==> src/design/assert_macros.svh <==
// ---------------------------------------------------------------------------
// Assertion macros shared by the averager RTL
// Clocked property checks that report through $error.
// ---------------------------------------------------------------------------
`ifndef ASSERT_MACROS_SVH
`define ASSERT_MACROS_SVH

// General clocked property, disabled while reset is high.
`define ASSERT_SYNC(name, clk, rst, prop, msg) \
   name: assert property (@(posedge clk) disable iff (rst) (prop)) else $error(msg);

// Once a flag is set it stays set until reset.
`define ASSERT_HOLD(name, clk, rst, sig, msg) \
   name: assert property (@(posedge clk) disable iff (rst) (sig) |=> (sig)) else $error(msg);

`endif

==> src/design/madad_pkg.sv <==
`timescale 1ns / 1ps
// ---------------------------------------------------------------------------
// madad_pkg
// Types, constants and helpers shared by the ADC decimator modules.
// ---------------------------------------------------------------------------
package madad_pkg;

   localparam int SAMPLE_W   = 12;
   localparam int SUM_W      = 16;
   localparam int LIMIT_W    = 16;
   localparam int CSR_DATA_W = 16;
   localparam int NUM_LANES  = 4;

   localparam int LANE_SPEED   = 0;
   localparam int LANE_SUPPLY  = 1;
   localparam int LANE_CURRENT = 2;
   localparam int LANE_KEY     = 3;

   localparam int DEF_BLOCK_SAMPLES = 8;
   localparam int DEF_SUM_SHIFT     = 3;
   localparam int DEF_SAMPLE_BITS   = 12;

   localparam int SPEED_SHIFT         = 3;
   localparam int KEY_SHIFT           = 3;
   localparam int SUPPLY_EXTRA_SHIFT  = 4;
   localparam int CURRENT_EXTRA_SHIFT = 2;
   localparam int BASELINE_LOW        = 100;

   localparam logic [SAMPLE_W-1:0] RST_DEAD_ZONE   = SAMPLE_W'(120);
   localparam logic [SAMPLE_W-1:0] RST_SUPPLY_BAND = SAMPLE_W'(6);
   localparam logic [LIMIT_W-1:0]  RST_MARGIN      = LIMIT_W'(200);

   typedef enum logic [1:0] {
      CSR_SPEED_DEAD_ZONE = 2'd0,
      CSR_SUPPLY_BAND     = 2'd1,
      CSR_CURRENT_MARGIN  = 2'd2
   } csr_index_type;

   typedef struct packed {
      logic [SAMPLE_W-1:0] speed_dead_zone;
      logic [SAMPLE_W-1:0] supply_band;
      logic [LIMIT_W-1:0]  current_margin;
   } cfg_type;

   typedef struct packed {
      logic close;
      logic window;
   } stage_ctrl_type;

   typedef struct packed {
      logic [SAMPLE_W-1:0] speed_value;
      logic [SAMPLE_W-1:0] supply_value;
      logic [SAMPLE_W-1:0] current_value;
      logic [SAMPLE_W-1:0] key_value;
      logic [SAMPLE_W-1:0] current_baseline;
      logic [LIMIT_W-1:0]  current_limit;
      logic                baseline_error;
      logic                block_done;
   } result_type;

   // Clamp a scaled sum to the 12-bit result range.
   function automatic logic [SAMPLE_W-1:0] sat_sample(input logic [SUM_W-1:0] v);
      if (|v[SUM_W-1:SAMPLE_W]) begin
         return '1;
      end
      return v[SAMPLE_W-1:0];
   endfunction

endpackage

==> src/design/madad_if.sv <==
`timescale 1ns / 1ps
// ---------------------------------------------------------------------------
// madad_req_if / madad_rsp_if
// Valid/ready channels for sample sets and averaged results.
// ---------------------------------------------------------------------------
interface madad_req_if;
   import madad_pkg::*;

   logic                valid;
   logic                ready;
   logic [SAMPLE_W-1:0] speed_sample;
   logic [SAMPLE_W-1:0] supply_sample;
   logic [SAMPLE_W-1:0] current_sample;
   logic [SAMPLE_W-1:0] key_sample;
   logic                startup_window;

   modport source (
      output valid, speed_sample, supply_sample, current_sample, key_sample,
             startup_window,
      input  ready
   );
   modport sink (
      input  valid, speed_sample, supply_sample, current_sample, key_sample,
             startup_window,
      output ready
   );
endinterface

interface madad_rsp_if;
   import madad_pkg::*;

   logic                valid;
   logic                ready;
   logic [SAMPLE_W-1:0] speed_value;
   logic [SAMPLE_W-1:0] supply_value;
   logic [SAMPLE_W-1:0] current_value;
   logic [SAMPLE_W-1:0] key_value;
   logic [SAMPLE_W-1:0] current_baseline;
   logic [LIMIT_W-1:0]  current_limit;
   logic                baseline_error;
   logic                block_done;

   modport source (
      output valid, speed_value, supply_value, current_value, key_value,
             current_baseline, current_limit, baseline_error, block_done,
      input  ready
   );
   modport sink (
      input  valid, speed_value, supply_value, current_value, key_value,
             current_baseline, current_limit, baseline_error, block_done,
      output ready
   );
endinterface

==> src/design/madad_lane.sv <==
`timescale 1ns / 1ps
// ---------------------------------------------------------------------------
// madad_lane
// One channel accumulator: sums masked samples and dumps the block total.
// ---------------------------------------------------------------------------
module madad_lane #(
   parameter int SAMPLE_BITS = madad_pkg::DEF_SAMPLE_BITS
) (
   input  logic                          clock,
   input  logic                          reset,
   input  logic                          load,
   input  logic                          close,
   input  logic [madad_pkg::SAMPLE_W-1:0] sample,
   output logic [madad_pkg::SUM_W-1:0]    dump
);
   import madad_pkg::*;

   logic [SUM_W-1:0] sum_ff;
   logic [SUM_W-1:0] sum_in;
   logic [SUM_W-1:0] dump_ff;
   logic [SUM_W-1:0] total;

   // Bits above SAMPLE_BITS are dropped; the sum wraps at 16 bits.
   assign total  = sum_ff + SUM_W'(sample[SAMPLE_BITS-1:0]);
   assign sum_in = close ? '0 : total;
   assign dump   = dump_ff;

   always_ff @(posedge clock) begin
      if (reset) begin
         sum_ff <= '0;
      end else if (load) begin
         sum_ff <= sum_in;
      end
   end

   always_ff @(posedge clock) begin
      if (load) begin
         dump_ff <= total;
      end
   end

endmodule

==> src/design/madad_merge.sv <==
`timescale 1ns / 1ps
// ---------------------------------------------------------------------------
// madad_merge
// Scales the lane totals into held averages and tracks baseline and limit.
// ---------------------------------------------------------------------------
module madad_merge #(
   parameter int SUM_SHIFT = madad_pkg::DEF_SUM_SHIFT
) (
   input  logic                                             clock,
   input  logic                                             reset,
   input  logic                                             load,
   input  madad_pkg::stage_ctrl_type                        ctrl,
   input  logic [madad_pkg::NUM_LANES-1:0][madad_pkg::SUM_W-1:0] sums,
   input  madad_pkg::cfg_type                               cfg,
   output madad_pkg::result_type                            result
);
   import madad_pkg::*;

   result_type          result_ff;
   result_type          result_in;
   logic [SAMPLE_W-1:0] speed_avg;
   logic [SAMPLE_W-1:0] supply_avg;
   logic [SAMPLE_W-1:0] current_avg;
   logic [SAMPLE_W-1:0] key_avg;
   logic [SAMPLE_W:0]   supply_hi;
   logic [SAMPLE_W:0]   supply_lo;
   logic [LIMIT_W:0]    limit_sum;

   assign speed_avg   = sat_sample(sums[LANE_SPEED] >> SPEED_SHIFT);
   assign supply_avg  = sat_sample(sums[LANE_SUPPLY] >> (SUM_SHIFT + SUPPLY_EXTRA_SHIFT));
   assign current_avg = sat_sample(sums[LANE_CURRENT] >> (SUM_SHIFT + CURRENT_EXTRA_SHIFT));
   assign key_avg     = sat_sample(sums[LANE_KEY] >> KEY_SHIFT);

   // Both sides of the hysteresis band, one bit wider so nothing wraps.
   assign supply_hi = {1'b0, result_ff.supply_value} + {1'b0, cfg.supply_band};
   assign supply_lo = {1'b0, supply_avg} + {1'b0, cfg.supply_band};

   always_comb begin
      result_in            = result_ff;
      result_in.block_done = ctrl.close;
      limit_sum            = '0;
      if (ctrl.close) begin
         result_in.speed_value   = (speed_avg > cfg.speed_dead_zone) ? speed_avg : '0;
         if (({1'b0, supply_avg} > supply_hi) || ({1'b0, result_ff.supply_value} > supply_lo)) begin
            result_in.supply_value = supply_avg;
         end
         result_in.current_value = current_avg;
         result_in.key_value     = key_avg;
      end
      if (ctrl.window) begin
         // Baseline follows the freshly updated current average.
         limit_sum = (LIMIT_W + 1)'(result_in.current_value) + {1'b0, cfg.current_margin};
         result_in.current_baseline = result_in.current_value;
         result_in.current_limit    = limit_sum[LIMIT_W] ? '1 : limit_sum[LIMIT_W-1:0];
      end else if ((result_ff.current_baseline != '0) &&
                   (result_ff.current_baseline < SAMPLE_W'(BASELINE_LOW))) begin
         result_in.baseline_error = 1'b1;
      end
   end

   always_ff @(posedge clock) begin
      if (reset) begin
         result_ff <= '0;
      end else if (load) begin
         result_ff <= result_in;
      end
   end

   assign result = result_ff;

endmodule

==> src/design/multi_channel_adc_decimator.sv <==
`timescale 1ns / 1ps
// ---------------------------------------------------------------------------
// multi_channel_adc_decimator
// Four-channel accumulate-and-dump averager for ADC sample sets.
// ---------------------------------------------------------------------------
//
//   Port group | Direction | Carries
//   -----------+-----------+-------------------------------------------------
//   req_bus    | in        | one sample set per transfer (four channels + window)
//   rsp_bus    | out       | held averages, baseline, limit, error, block done
//   csr_*      | in        | register writes: dead zone, supply band, margin
//
// The block accepts one sample set every cycle while the output is not stalled.
// A result is presented after its transfer: the transfer edge sums the samples
// into the lanes, and the merge stage, once the output can advance, scales
// and filters them into the output register.
// Reset is synchronous and active high; it clears the sums, the sample count,
// all held values and the error flag, and loads register defaults.
// A stalled output holds its result; the lane stage keeps accepting while it
// has room, so one further set can enter behind a waiting result.
//
module multi_channel_adc_decimator #(
   parameter int BLOCK_SAMPLES = madad_pkg::DEF_BLOCK_SAMPLES,
   parameter int SUM_SHIFT     = madad_pkg::DEF_SUM_SHIFT,
   parameter int SAMPLE_BITS   = madad_pkg::DEF_SAMPLE_BITS
) (
   input  logic                              clock,
   input  logic                              reset,
   madad_req_if.sink                         req_bus,
   madad_rsp_if.source                       rsp_bus,
   input  logic                              csr_we,
   input  madad_pkg::csr_index_type          csr_index,
   input  logic [madad_pkg::CSR_DATA_W-1:0]  csr_wdata
);
   import madad_pkg::*;

`include "assert_macros.svh"

   // The count must be able to reach BLOCK_SAMPLES - 1.
   localparam int CNT_W = $clog2(BLOCK_SAMPLES);

   // Configuration registers.
   cfg_type cfg_ff;
   cfg_type cfg_in;

   // Lane stage control.
   logic [CNT_W-1:0] count_ff;
   logic [CNT_W-1:0] count_in;
   logic             s1_valid_ff;
   logic             s1_valid_in;
   stage_ctrl_type   s1_ctrl_ff;
   logic             rsp_valid_ff;
   logic             rsp_valid_in;

   logic             advance;
   logic             req_ready;
   logic             req_xfer;
   logic             block_close;
   logic             merge_load;

   logic [NUM_LANES-1:0][SAMPLE_W-1:0] lane_sample;
   logic [NUM_LANES-1:0][SUM_W-1:0]    lane_sum;
   result_type                         result;

   // -------------------------------------------------------------------
   // Handshake. The output register advances when empty or when its
   // transfer completes; the lane stage takes a new set whenever it is
   // empty or its contents move on to the output in the same cycle.
   // -------------------------------------------------------------------
   assign advance     = !rsp_valid_ff || rsp_bus.ready;
   assign req_ready   = !s1_valid_ff || advance;
   assign req_xfer    = req_bus.valid && req_ready;
   assign merge_load  = s1_valid_ff && advance;
   assign req_bus.ready = req_ready;

   // The item that brings the count to BLOCK_SAMPLES closes the block.
   assign block_close = (count_ff == CNT_W'(BLOCK_SAMPLES - 1));
   assign count_in    = block_close ? '0 : count_ff + CNT_W'(1);

   assign s1_valid_in  = req_xfer ? 1'b1 : (advance ? 1'b0 : s1_valid_ff);
   assign rsp_valid_in = advance ? s1_valid_ff : rsp_valid_ff;

   always_ff @(posedge clock) begin
      if (reset) begin
         count_ff     <= '0;
         s1_valid_ff  <= 1'b0;
         rsp_valid_ff <= 1'b0;
      end else begin
         s1_valid_ff  <= s1_valid_in;
         rsp_valid_ff <= rsp_valid_in;
         if (req_xfer) begin
            count_ff <= count_in;
         end
      end
   end

   always_ff @(posedge clock) begin
      if (req_xfer) begin
         s1_ctrl_ff.close  <= block_close;
         s1_ctrl_ff.window <= req_bus.startup_window;
      end
   end

   // -------------------------------------------------------------------
   // Configuration writes. Indexes beyond the register list are dropped.
   // -------------------------------------------------------------------
   always_comb begin
      cfg_in = cfg_ff;
      case (csr_index)
         CSR_SPEED_DEAD_ZONE: begin
            cfg_in.speed_dead_zone = csr_wdata[SAMPLE_W-1:0];
         end
         CSR_SUPPLY_BAND: begin
            cfg_in.supply_band = csr_wdata[SAMPLE_W-1:0];
         end
         CSR_CURRENT_MARGIN: begin
            cfg_in.current_margin = csr_wdata[LIMIT_W-1:0];
         end
         default: begin
         end
      endcase
   end

   always_ff @(posedge clock) begin
      if (reset) begin
         cfg_ff.speed_dead_zone <= RST_DEAD_ZONE;
         cfg_ff.supply_band     <= RST_SUPPLY_BAND;
         cfg_ff.current_margin  <= RST_MARGIN;
      end else if (csr_we) begin
         cfg_ff <= cfg_in;
      end
   end

   // -------------------------------------------------------------------
   // Four accumulator lanes, one per ADC channel, fed from one transfer.
   // -------------------------------------------------------------------
   assign lane_sample[LANE_SPEED]   = req_bus.speed_sample;
   assign lane_sample[LANE_SUPPLY]  = req_bus.supply_sample;
   assign lane_sample[LANE_CURRENT] = req_bus.current_sample;
   assign lane_sample[LANE_KEY]     = req_bus.key_sample;

   for (genvar g = 0; g < NUM_LANES; g++) begin : g_lane
      madad_lane #(
         .SAMPLE_BITS (SAMPLE_BITS)
      ) u_lane (
         .clock  (clock),
         .reset  (reset),
         .load   (req_xfer),
         .close  (block_close),
         .sample (lane_sample[g]),
         .dump   (lane_sum[g])
      );
   end

   // -------------------------------------------------------------------
   // Merge stage: its registers are the output register of rsp_bus.
   // -------------------------------------------------------------------
   madad_merge #(
      .SUM_SHIFT (SUM_SHIFT)
   ) u_merge (
      .clock  (clock),
      .reset  (reset),
      .load   (merge_load),
      .ctrl   (s1_ctrl_ff),
      .sums   (lane_sum),
      .cfg    (cfg_ff),
      .result (result)
   );

   assign rsp_bus.valid            = rsp_valid_ff;
   assign rsp_bus.speed_value      = result.speed_value;
   assign rsp_bus.supply_value     = result.supply_value;
   assign rsp_bus.current_value    = result.current_value;
   assign rsp_bus.key_value        = result.key_value;
   assign rsp_bus.current_baseline = result.current_baseline;
   assign rsp_bus.current_limit    = result.current_limit;
   assign rsp_bus.baseline_error   = result.baseline_error;
   assign rsp_bus.block_done       = result.block_done;

   // -------------------------------------------------------------------
   // Assertions
   // -------------------------------------------------------------------
   `ASSERT_SYNC(a_count_restart, clock, reset, (req_xfer && block_close) |=> (count_ff == '0), "sample count did not restart after block close")
   `ASSERT_SYNC(a_done_tracks_close, clock, reset, merge_load |=> (result.block_done == $past(s1_ctrl_ff.close)), "block_done does not match the closing item")
   `ASSERT_SYNC(a_limit_floor, clock, reset, result.current_limit >= LIMIT_W'(result.current_baseline), "current limit fell below baseline")
   `ASSERT_HOLD(a_error_sticky, clock, reset, result.baseline_error, "baseline error flag cleared without reset")

endmodule
==> src/flat_wrapper.sv <==
// flat-port wrapper written by rule: the top's interface ports become plain ports
module multi_channel_adc_decimator_flat import madad_pkg::*;
#(
   parameter int BLOCK_SAMPLES = madad_pkg::DEF_BLOCK_SAMPLES,
   parameter int SUM_SHIFT     = madad_pkg::DEF_SUM_SHIFT,
   parameter int SAMPLE_BITS   = madad_pkg::DEF_SAMPLE_BITS
)
  (clock, reset, csr_we, csr_index, csr_wdata, req_bus_valid, req_bus_speed_sample, req_bus_supply_sample, req_bus_current_sample, req_bus_key_sample, req_bus_startup_window, req_bus_ready, rsp_bus_valid, rsp_bus_speed_value, rsp_bus_supply_value, rsp_bus_current_value, rsp_bus_key_value, rsp_bus_current_baseline, rsp_bus_current_limit, rsp_bus_baseline_error, rsp_bus_block_done, rsp_bus_ready);
  madad_req_if req_bus_i ();
  madad_rsp_if rsp_bus_i ();
  input  logic clock;
  input  logic reset;
  input  logic csr_we;
  input  madad_pkg::csr_index_type csr_index;
  input  logic [madad_pkg::CSR_DATA_W-1:0] csr_wdata;
  input wire logic [$bits(req_bus_i.valid)-1:0] req_bus_valid;
  input wire logic [$bits(req_bus_i.speed_sample)-1:0] req_bus_speed_sample;
  input wire logic [$bits(req_bus_i.supply_sample)-1:0] req_bus_supply_sample;
  input wire logic [$bits(req_bus_i.current_sample)-1:0] req_bus_current_sample;
  input wire logic [$bits(req_bus_i.key_sample)-1:0] req_bus_key_sample;
  input wire logic [$bits(req_bus_i.startup_window)-1:0] req_bus_startup_window;
  output wire logic [$bits(req_bus_i.ready)-1:0] req_bus_ready;
  output wire logic [$bits(rsp_bus_i.valid)-1:0] rsp_bus_valid;
  output wire logic [$bits(rsp_bus_i.speed_value)-1:0] rsp_bus_speed_value;
  output wire logic [$bits(rsp_bus_i.supply_value)-1:0] rsp_bus_supply_value;
  output wire logic [$bits(rsp_bus_i.current_value)-1:0] rsp_bus_current_value;
  output wire logic [$bits(rsp_bus_i.key_value)-1:0] rsp_bus_key_value;
  output wire logic [$bits(rsp_bus_i.current_baseline)-1:0] rsp_bus_current_baseline;
  output wire logic [$bits(rsp_bus_i.current_limit)-1:0] rsp_bus_current_limit;
  output wire logic [$bits(rsp_bus_i.baseline_error)-1:0] rsp_bus_baseline_error;
  output wire logic [$bits(rsp_bus_i.block_done)-1:0] rsp_bus_block_done;
  input wire logic [$bits(rsp_bus_i.ready)-1:0] rsp_bus_ready;
  assign req_bus_i.valid = req_bus_valid;
  assign req_bus_i.speed_sample = req_bus_speed_sample;
  assign req_bus_i.supply_sample = req_bus_supply_sample;
  assign req_bus_i.current_sample = req_bus_current_sample;
  assign req_bus_i.key_sample = req_bus_key_sample;
  assign req_bus_i.startup_window = req_bus_startup_window;
  assign req_bus_ready = req_bus_i.ready;
  assign rsp_bus_valid = rsp_bus_i.valid;
  assign rsp_bus_speed_value = rsp_bus_i.speed_value;
  assign rsp_bus_supply_value = rsp_bus_i.supply_value;
  assign rsp_bus_current_value = rsp_bus_i.current_value;
  assign rsp_bus_key_value = rsp_bus_i.key_value;
  assign rsp_bus_current_baseline = rsp_bus_i.current_baseline;
  assign rsp_bus_current_limit = rsp_bus_i.current_limit;
  assign rsp_bus_baseline_error = rsp_bus_i.baseline_error;
  assign rsp_bus_block_done = rsp_bus_i.block_done;
  assign rsp_bus_i.ready = rsp_bus_ready;
  multi_channel_adc_decimator #(.BLOCK_SAMPLES(BLOCK_SAMPLES), .SUM_SHIFT(SUM_SHIFT), .SAMPLE_BITS(SAMPLE_BITS)) u_core (.clock(clock), .reset(reset), .req_bus(req_bus_i), .rsp_bus(rsp_bus_i), .csr_we(csr_we), .csr_index(csr_index), .csr_wdata(csr_wdata));
endmodule
==> config.mk <==
export PLATFORM = sky130hd
export DESIGN_NAME = multi_channel_adc_decimator_flat
export DESIGN_NICKNAME = d
export VERILOG_FILES = /design/src/design/madad_pkg.sv /design/src/design/madad_if.sv /design/src/design/madad_lane.sv /design/src/design/madad_merge.sv /design/src/design/multi_channel_adc_decimator.sv /design/src/flat_wrapper.sv
export VERILOG_INCLUDE_DIRS = /design/src /design/src/design
export SDC_FILE = /design/constraint.sdc
export NUM_CORES = 1
export LEC_CHECK = 0
export CORE_MARGIN = 8
export CORE_UTILIZATION = 50
export CTS_BUF_LIST = sky130_fd_sc_hd__clkbuf_2 sky130_fd_sc_hd__clkbuf_4 sky130_fd_sc_hd__clkbuf_8
export CTS_CLUSTER_DIAMETER = 80
export DETAILED_ROUTE_END_ITERATION = 10
export DONT_BUFFER_PORTS = 1
export PLACE_DENSITY = 0.72
export SYNTH_ARGS = -nofsm -noshare
export SYNTH_HDL_FRONTEND = slang
export SYNTH_SLANG_ARGS = --single-unit
==> constraint.sdc <==
create_clock -name clock -period 5.3 [get_ports clock]
set_input_delay 0.53 -clock clock [delete_from_list [all_inputs] [get_ports clock]]
set_output_delay 0.53 -clock clock [all_outputs]
set_load 0.005 [all_outputs]
==> impl_metrics.yaml <==
timing:
  final.setup.worst_slack_ns: 1.88
  drv_slew: 0
  worst_slew_pin_slew_ns: 0.885
  finalSetupViolCount: 0
  rsz0062_at_grt: "false"
  hold_violations: 0
  skew_ns: 0.0196
  fin_setup_tns_ns: 0
  relSlewSlack_pct: 40.9
  clock.fmax_mhz: 292
  fin_crit_sh_pct: 64.6
  fin_crit_ns: 3.42
route:
  drtPass1Iterations: 5
  routed_wl_mm: 33.9
  avgRoutedWirePerCell_um: 18.9
  vias: 10400
  ant_nets: 0
  dr.first_iter.drc_count: 610
  drc: 0
  via_per_inst: 5.78
critical_path:
  crit_path_max_fanout: 9
  crit_chain: "ha_1, fa_1, a21oi_1, nor2b_1, nor4_1, o21ai_0, a21oi_1, xor2_1, ha_1, nand4_1, nor2_1, a31oi_1, a32oi_1, buf_4, mux2i_1"
  reg2reg_slack_ns: 1.88
  cp.arrival_ns: 3.89
  cp_slowest_cell: "edfxtp_1"
  slowest_delay_ns: 0.43
  cp-start-kind: "flop"
  reg2reg_depth: 15
  crit_family: "adder cells"
  critPathKind: "flop to flop"
  cp-end-kind: "flop"
  crit_buf_inv: 1
  worstSetupPathDepth: 15
  worstPathRequired_ns: 5.76
power:
  p_per_area_nw_per_um2: 343
  power_leakage_nw: 5.90
  ir_drop_mv: 0.196
  finalPower_mw: 4.87
synth:
  synth_cell_type_count: 88
  ys_ff_latch: 232
  async_reset_ff_share_pct: 0
  synth-edff-count: 48
  syn_area_per_cell_um2: 9.10
  synth_area_um2: 13000
  synthCells: 1434
  yosys_warnings: 0
  ys_seq_area_share_pct: 39.3
  synth-main-ff-cell: "dfxtp_1"
floorplan:
  fp.dieH_um: 178
  num_rows: 59
  core_um2: 25800
  die_w_um: 178
  top_level_ports: 152
  dieArea_um2: 31500
  start_util_pct: 50.5
placed_design:
  dp.cells: 1714
  placed_area_um2: 13300
  dp_slack_ns: 1.93
  gp_congestion: 0.885
  dp_hpwl_mm: 24.3
  portBuffers: 0
hold_path:
  min_path_type: "input pin to flop"
  whs_path_depth: 1
run:
  maxCapViolations: 0
clock_tree:
  cts_made_buffers: 42
  postCtsHoldBufs: 0
  clk_latency_ns: 0.55
  tritoncts: "done"
  cts_sinks: 232
  cts_resized: 0
  root_buffer: "clkbuf_8"
  cts_setup_buffers: 0
  cts.clk_slew.worst_paths_ns: 0.06
  htreeDepth: 2
  cts_buffer_depth: 3
finish:
  final_layout_size_suffix_gt1_share_pct: 9.81
  syn_to_final_growth_pct: 8.93
  fill_cells: 2349
  layoutNonFillerInstCount: 1792
  diodes: 0
  fin_nets: 1612
  final_area_um2: 14200
global_routing:
  grt_remaining_overflow: 0
  grt_pass1_vias: 10100
  grt_pass1_wl_mm: 54.1
  grt_max_degree: 179
  grt_antenna_before_repair: 2
  track_usage_pct: 21.2
outcome:
  status: "finished clean"
==> cell usage after synthesis (15+ instances only) <==
cell | n | share of area [%]
inv_1 | 70 | 2.0
a22oi_1 | 20 | 1.2
nor2_1 | 168 | 4.8
nand2b_1 | 25 | 1.2
mux2i_1 | 21 | 1.6
a211oi_1 | 30 | 1.7
nand3_1 | 22 | 0.84
nor3_1 | 47 | 1.8
nor2b_1 | 19 | 0.91
o21ai_0 | 35 | 1.3
nand2_1 | 118 | 3.4
clkbuf_1 | 49 | 1.4
or3_1 | 15 | 0.72
edfxtp_1 | 48 | 11
a21oi_1 | 107 | 4.1
dfxtp_1 | 184 | 28
ha_1 | 110 | 11
xnor2_1 | 41 | 2.8
xor2_1 | 26 | 1.7
o21a_1 | 24 | 1.4
a21o_1 | 30 | 1.7
==> sequential cells by signal, summed over array words and instances (netlist names) <==
name	flops
u_core.cfg_ff	40
u_core.s1_ctrl_ff	2
u_core.u_merge.result	75
u_core.g_lane.u_lane.dump	46
u_core.rsp_bus.valid	1
u_core.s1_valid_ff	1
u_core.count_ff	3
u_core.g_lane.u_lane.sum_ff	64
==> per-stage QoR <==
step           utilization (%)  hold slack, ns
2_1_floorplan                -           0.436
3_3_place_gp              51.4           0.442
3_5_place_dp              51.4           0.446
4_1_cts                   55.0          0.0254
5_1_grt                   55.0          0.0223
6_report                  55.0          0.0621
==> worst paths after layout <==
path / to / start
worst min-delay path: u_core.rsp_bus.valid / reset
worst min register to register: u_core.cfg_ff[35] / u_core.cfg_ff[35]
worst max-delay path: u_core.u_merge.result[62] / u_core.g_lane[1].u_lane.dump[7]
worst max register to register: u_core.u_merge.result[62] / u_core.g_lane[1].u_lane.dump[7]
==> cells by family (layout without fill, tap and decap cells) <==
kind of cell | Yosys count | in the layout | share of synthesized area, %
fa+ha+maj | 117 | 117 | 11.6
xor+xnor | 67 | 67 | 4.50
mux | 21 | 21 | 1.61
buf+inv | 140 | 161 | 4.28
compound gates | 368 | 368 | 20.7
other cells | 1 | 3 | 0.0287
simple gates | 488 | 488 | 18.0
flops | 232 | 232 | 39.3
==> worst register-to-register path, stage by stage (launching register included) <==
cell	delay, ns
edfxtp_1	0.43
ha_1	0.28
fa_1	0.43
a21oi_1	0.16
nor2b_1	0.09
nor4_1	0.24
o21ai_0	0.17
a21oi_1	0.20
xor2_1	0.09
ha_1	0.29
nand4_1	0.11
nor2_1	0.12
a31oi_1	0.09
a32oi_1	0.20
buf_4	0.24
mux2i_1	0.21
==> metal layers <==
metal,global-route usage [%],wire length (um)
met4,6.91,905
met5,0,27
met3,7.51,3340
met1,26.0,14400
met2,34.1,15200
==> area by class of cell <==
class	count	area, um2	area share (%)
timing repair buffer	12	90.1	0.634
clock buffer	63	798	5.62
clock inverter	15	130	0.916
sequential	232	5120	36.1
multi-input combinational	1064	7380	51.9
inverter	71	267	1.88
tap	335	419	2.95
==> where the power goes <==
| part | leakage [nW] | switching [mW] | internal, mW |
|---|---|---|---|
| logic | 3.42 | 0.521 | 0.408 |
| clock network | 0.500 | 0.780 | 1.07 |
| registers | 1.98 | 0.114 | 1.97 |
| total | 5.90 | 1.42 | 3.45 |
==> layout by cell type, fill, tap and decap left out, types with 9 or more instances in the layout <==
cell type	netlist	layout
nand3_1	22	22
xnor2_1	41	41
buf_4	4	12
nor2_1	168	167
clkinv_2	0	9
a211oi_1	30	30
xor2_1	26	26
o21ai_0	35	35
clkbuf_4	0	11
nor3b_1	9	9
a21o_1	30	30
clkbuf_8	0	52
inv_1	70	70
a22oi_1	20	20
mux2i_1	21	21
ha_1	110	110
nand3b_1	10	10
nor2b_1	19	19
a21oi_1	107	107
nor4_1	10	10
edfxtp_1	48	48
o21a_1	24	24
nor3_1	47	47
nand2_1	118	117
nand2b_1	25	25
a31oi_1	11	11
dfxtp_1	184	184
a2bb2oi_2	10	10
or3_1	15	15
a22o_1	13	13
a211oi_2	13	13
No activity file was read; power rests on OpenSTA's default activity.
